--- src/hw/rtl/cmt_pkg.sv ---
`timescale 1ns / 1ps
// ----------------------------------------------------------------------------
// cmt_pkg
// Shared types and constants for the cube map texel lookup block.
// ----------------------------------------------------------------------------
package cmt_pkg;

   // default face edge length in texels
   localparam int FACE_SIZE_DEF = 256;

   localparam int DIR_W   = 16;
   localparam int COLOR_W = 8;
   localparam int FACE_W  = 3;
   localparam int POS_W   = 8;
   localparam int NUM_FACES = 6;

   // request commands
   localparam logic CMD_WRITE  = 1'b0;
   localparam logic CMD_LOOKUP = 1'b1;

   // face codes
   localparam logic [FACE_W-1:0] FACE_POS_X = 3'd0;
   localparam logic [FACE_W-1:0] FACE_NEG_X = 3'd1;
   localparam logic [FACE_W-1:0] FACE_POS_Y = 3'd2;
   localparam logic [FACE_W-1:0] FACE_NEG_Y = 3'd3;
   localparam logic [FACE_W-1:0] FACE_POS_Z = 3'd4;
   localparam logic [FACE_W-1:0] FACE_NEG_Z = 3'd5;

   typedef struct packed {
      logic                     cmd;
      logic signed [DIR_W-1:0]  dir_x;
      logic signed [DIR_W-1:0]  dir_y;
      logic signed [DIR_W-1:0]  dir_z;
      logic [FACE_W-1:0]        wr_face;
      logic [POS_W-1:0]         wr_row;
      logic [POS_W-1:0]         wr_col;
      logic [COLOR_W-1:0]       wr_red;
      logic [COLOR_W-1:0]       wr_green;
      logic [COLOR_W-1:0]       wr_blue;
   } req_type;

   typedef struct packed {
      logic [COLOR_W-1:0]       red;
      logic [COLOR_W-1:0]       green;
      logic [COLOR_W-1:0]       blue;
      logic [FACE_W-1:0]        hit_face;
      logic [POS_W-1:0]         hit_row;
      logic [POS_W-1:0]         hit_col;
   } rsp_type;

   // divider status toward the sequencer
   typedef struct packed {
      logic busy;
      logic done;
   } div_stat_type;

endpackage

--- src/hw/rtl/cmt_div.sv ---
`timescale 1ns / 1ps
// ----------------------------------------------------------------------------
// cmt_div
// Restoring divider, one quotient bit per cycle, MSB first. The caller
// guarantees num < den * 2**QW, so QW steps give the full quotient.
// ----------------------------------------------------------------------------
module cmt_div #(
   parameter int QW = 9,
   parameter int DW = 17,
   parameter int W  = DW + QW
) (
   input  logic                 clock,
   input  logic                 reset,
   input  logic                 start,
   input  logic [W-1:0]         num,
   input  logic [DW-1:0]        den,
   output logic [QW-1:0]        quo,
   output cmt_pkg::div_stat_type stat
);
   import cmt_pkg::*;

   localparam int CW = $clog2(QW + 1);

   logic [W-1:0]  rem_ff, rem_in;
   logic [W-1:0]  dsh_ff, dsh_in;
   logic [QW-1:0] quo_ff, quo_in;
   logic [CW-1:0] cnt_ff, cnt_in;
   logic          busy_ff, busy_in;
   logic          done_ff, done_in;

   // one trial subtraction per cycle
   always_comb begin
      rem_in  = rem_ff;
      dsh_in  = dsh_ff;
      quo_in  = quo_ff;
      cnt_in  = cnt_ff;
      busy_in = busy_ff;
      done_in = 1'b0;
      if (start) begin
         rem_in  = num;
         dsh_in  = W'(den) << (QW - 1);
         quo_in  = '0;
         cnt_in  = CW'(QW);
         busy_in = 1'b1;
      end else if (busy_ff) begin
         if (rem_ff >= dsh_ff) begin
            rem_in = rem_ff - dsh_ff;
            quo_in = {quo_ff[QW-2:0], 1'b1};
         end else begin
            quo_in = {quo_ff[QW-2:0], 1'b0};
         end
         dsh_in = dsh_ff >> 1;
         cnt_in = cnt_ff - CW'(1);
         if (cnt_ff == CW'(1)) begin
            busy_in = 1'b0;
            done_in = 1'b1;
         end
      end
   end

   always_ff @(posedge clock) begin
      rem_ff <= rem_in;
      dsh_ff <= dsh_in;
      quo_ff <= quo_in;
      cnt_ff <= cnt_in;
      if (reset) begin
         busy_ff <= 1'b0;
         done_ff <= 1'b0;
      end else begin
         busy_ff <= busy_in;
         done_ff <= done_in;
      end
   end

   assign quo       = quo_ff;
   assign stat.busy = busy_ff;
   assign stat.done = done_ff;

endmodule

--- config.mk ---
export PLATFORM = sky130hd
export DESIGN_NAME = cmt_div
export DESIGN_NICKNAME = d
export VERILOG_FILES = /design/src/hw/rtl/cmt_pkg.sv /design/src/hw/rtl/cmt_div.sv
export SDC_FILE = /design/constraint.sdc
export NUM_CORES = 1
export LEC_CHECK = 0
export BUFFER_PORTS_ARGS = -buffer_cell sky130_fd_sc_hd__buf_2
export CORE_MARGIN = 5
export CORE_UTILIZATION = 28
export DETAILED_ROUTE_END_ITERATION = 10
export GPL_ROUTABILITY_DRIVEN = 1
export HOLD_SLACK_MARGIN = 0.08
export PLACE_DENSITY = 0.51
export SYNTH_ARGS = -nofsm -noshare
export SYNTH_HDL_FRONTEND = slang
export SYNTH_SLANG_ARGS = --single-unit
export TNS_END_PERCENT = 5
--- constraint.sdc ---
create_clock -name clock -period 5.1 [get_ports clock]
set_input_delay 0.255 -clock clock [delete_from_list [all_inputs] [get_ports clock]]
set_output_delay 0.255 -clock clock [all_outputs]
set_load 0.01 [all_outputs]
# Word level (Yosys, flattened, before mapping)

Index checks and enable logic that the tools add are counted.

Multiplexer cells: 10
Order comparisons: 1
Shift-type cells: 0
Div/mod/pow operators: 0
Bitwise logic cells: 1
Add/sub/neg operators: 2
Reductions and logical operators: 4
$mul: 0
Equal/unequal tests: 1

Operator list:

| operator                                                           | count |
|---|---|
| 26-bit 2-to-1 mux                                                  | 3 |
| 25-bit 2-to-1 mux                                                  | 2 |
| 26-bit by 25-bit >= comparator with 1-bit output                   | 1 |
| 26-bit by 25-bit subtractor with 26-bit output                     | 1 |
| 1-bit 2-to-1 mux                                                   | 5 |
| 4-bit by 1-bit == test with 1-bit output, second input constant    | 1 |
| 2-bit nonzero test                                                 | 2 |
| 4-bit by 1-bit subtractor with 4-bit output, second input constant | 1 |
| 3-bit OR reduction                                                 | 1 |
| 2-bit AND reduction                                                | 1 |
| 1-bit inverter                                                     | 1 |

Bits in latches: 0
Word-level logic and storage cells: 26
Bits in registers: 66
Bits in writable memories: 0
Bits in read-only memories: 0
Output and inout bits: 11
Input bits: 46
Memories kept: 0

# Longest topological paths before layout

Depth after elaboration: 4
Depth in mapped cells: 9

# Worst setup path after synthesis

Ideal clock, no wire load.

Path kind: register to register
From: register rem_ff[0]
To: register rem_ff[0] (enable)
Path slack: 2.292 ns
Arrival time: 2.435 ns
Stages on the path, launching flop included: 10
Period minus slack after synthesis: 2.808 ns
Library setup time: 0.373 ns
Cell sequence: edfxtp_1 > inv_1 > ha_1 > fa_1 > nand2b_1 > a211oi_4 > o2111ai_1 > a211o_1 > nand4_1 > a31o_2

Longest elaborated chain between the ends: 3

Ends and longest elaborated chain:

| what                                             | RTL line      | source |
|---|---|---|
| start: declaration                               | cmt_div.sv:24 | `logic [W-1:0] rem_ff, rem_in;` |
| start signal: assignment                         | cmt_div.sv:62 | `rem_ff <= rem_in;` |
| 26-bit by 25-bit >= comparator with 1-bit output | cmt_div.sv:46 | `if (rem_ff >= dsh_ff) begin` |
| 2-bit nonzero test (no source line)              | -             |  |
| 2-bit AND reduction (no source line)             | -             |  |

Every way passes these cells.
A chain may end at the register's enable or synchronous reset.

# Final worst setup path

From: register rem_ff[0]
To: register rem_ff[20] (enable)

Same word-level chain as after synthesis.

==> metrics.csv <==
metric,value,unit
synthAdderAreaFrac,0.0817,
synth_top_cell_area_share,0.295,
final_max_slew_viol_count,0,
powerDensity,452,nW/µm²
synthTopCellsByCount,"nand2_1, nor2_1, edfxtp_1",
ff2ff_path_depth,9,
cp_max_fo,26,
cp_cell_sequence,"inv_1, ha_1, fa_1, nand2b_1, a211oi_4, o2111ai_1, a211o_1, nand4_1, a31o_2",
postSynth.asyncResetShare,0,
synth.yosys.seq_area_share,0.400,
place_congestion,0.841,
tightest_slew,795,ps
slew_headroom,0.470,
maxCapViolCount,0,
drive_above_1_share,0.174,
grt_overflow,0,
fillers,1643,
worst_path_max_delay_cell,a31o_2,
ys_types,66,
clock_sinks,66,
fin_ws,1880,ps
finClkSkew,6.19,ps
tns,0,ps
grt_max_degree,76,
rsz0062_at_grt,no,
yosysMostFrequentCell,nand2_1,
track_usage,0.129,
clk_pin_slew,60,ps
finalCoreUtilization,0.336,
core_area,15300,µm²
ir_worst_vdd,0.205,mV
fmax,311,MHz
wirelength,11700,µm
dp_cells,724,
crit_path_end_kind,register,
syn-num-nets,559,
cts_buffers,9,
yosys.area_share.xor_xnor,0.0240,
cts_tree,built,
syn_area,4380,µm²
cp-start-kind,register,
power,2.31,mW
setup_viol,0,
path_buf_inv,1,
muxShareOfSynthArea,0.0483,
start_util,0.287,
yosysWarnings,0,
crit_required,5070,ps
crit_arrival,3190,ps
insertion_delay,340,ps
nNetsFinal,599,
rows,45,
finalCriticalPeriod,3220,ps
clockRootBuffer,clkbuf_16,
critPathKind,reg2reg,
yosys.area.top_type,edfxtp_1,
synth_top_family_by_area,compound AO/OA/AOI/OAI gates,
fin_crit_sh,0.631,
stdcell_area,5120,µm²
route.detailed.wl_per_inst,15.8,µm
p_leak,2.07,nW
cts_buffer_depth,2,
routed_via_density,4.94,
io_buffers,56,
area_growth,17.0,%
hold_path_class,in2reg,
drt-initial-drc-count,263,
grt_pass1_wl,18800,µm
ant_nets,0,
grt_pass1_vias,3709,
synth_edf_count,43,
synth_cells,485,
status,finished clean,
via_count,3663,
whs,192,ps
synth-simple-area-share,0.161,
firstDrtPassIters,5,
diodes,0,
synth-seq-cells,66,
placed_cell_area,4800,µm²
final_cells,741,
synth.area.top_cells,"edfxtp_1, dfxtp_1, ha_1",
io_pins,57,
htree_levels,3,
antenna_found_initial,0,
worst-path-stages,9,
ys.flop_type,edfxtp_1,
fp.dieH,135,µm
whs_path_depth,3,
hold_viol,0,
cp_slowest_stage_delay,680,ps
avgSynthCellArea,9.03,µm²
cp_top_family,compound AO/OA/AOI/OAI gates,
fp.dieW,135,µm
place_hpwl,8610,µm
dp_slack,1890,ps
cts_setup_buffers,0,
synth-compound-area-share,0.221,
drc,0,
fp.dieArea,18200,µm²
==> worst paths after layout <==
path           endpoint  slack (ps)       from
min reg2reg   cnt_ff[3]         490  cnt_ff[3]
max          rem_ff[20]        1880  rem_ff[0]
min          dsh_ff[17]         190     den[9]
max reg2reg  rem_ff[20]        1880  rem_ff[0]
==> layer usage <==
metal	GRT usage	up-vias	share of wire
met4	0.0325	0	0.011
met5	0	-	0
met2	0.209	92	0.47
li1	-	1822	-
met3	0.0399	6	0.043
met1	0.169	1743	0.48
==> worst reg2reg max path: cells and delay by family, from the launching register on <==
family	cells	cell delay, ps
AOI/OAI and AO/OA	4	1540
DFF	1	320
and+or+nand+nor	2	320
buffers and inverters	1	40
adders and majority gates	2	620
==> layout by cell type, fill, tap and decap left out, types with 4 or more instances in the layout <==
cell        n
xor2_1      4
a21o_1      9
a22o_1      8
nor2_1     44
o21ai_0    34
buf_2      56
nand3_1    10
o21a_1      5
o2111ai_1   4
inv_1      38
nor3_1     11
mux2i_1    20
nand2_1    61
nand2b_1    5
nand4_1     5
ha_1       27
clkbuf_16  11
o22ai_1     5
xnor2_1     8
a211oi_1    7
a21oi_1    24
dfxtp_1    23
edfxtp_1   43
==> sequential cells by signal, summed over array words and instances, names as in the netlist <==
register / cells
busy_ff: 1
cnt_ff: 4
done_ff: 1
quo: 9
rem_ff: 26
dsh_ff: 25
==> kinds of logic (layout without fill, tap and decap cells) <==
kind of cell               Yosys count  in the layout
AOI/OAI and AO/OA                  133            133
xor gates and xnor gates            12             12
adders and majority gates           28             28
buffers and inverters               68            113
DFF                                 66             66
muxes                               21             21
and+or+nand+nor                    157            157
==> layout make-up <==
class                      count  area [µm²]  share of cell area
clock buffer                  12         279              0.0545
clock inverter                 4        30.0             0.00586
inverter                      38         143              0.0279
multi-input combinational    351        2350               0.459
sequential                    66        1750               0.342
tap                          211         264              0.0516
timing repair buffer          59         305              0.0596
==> report_power, final <==
part | total, mW | switching (mW) | leakage [nW] | internal (mW)
registers | 0.727 | 0.0402 | 0.625 | 0.687
logic | 0.942 | 0.577 | 1.30 | 0.365
clock network | 0.644 | 0.254 | 0.149 | 0.390
==> repair_timing <==
item	CTS	global route
resized for setup	0	0
hold buffers	1	0
hold endpoints to repair	2	0
Power figures use the tool's default switching activity.
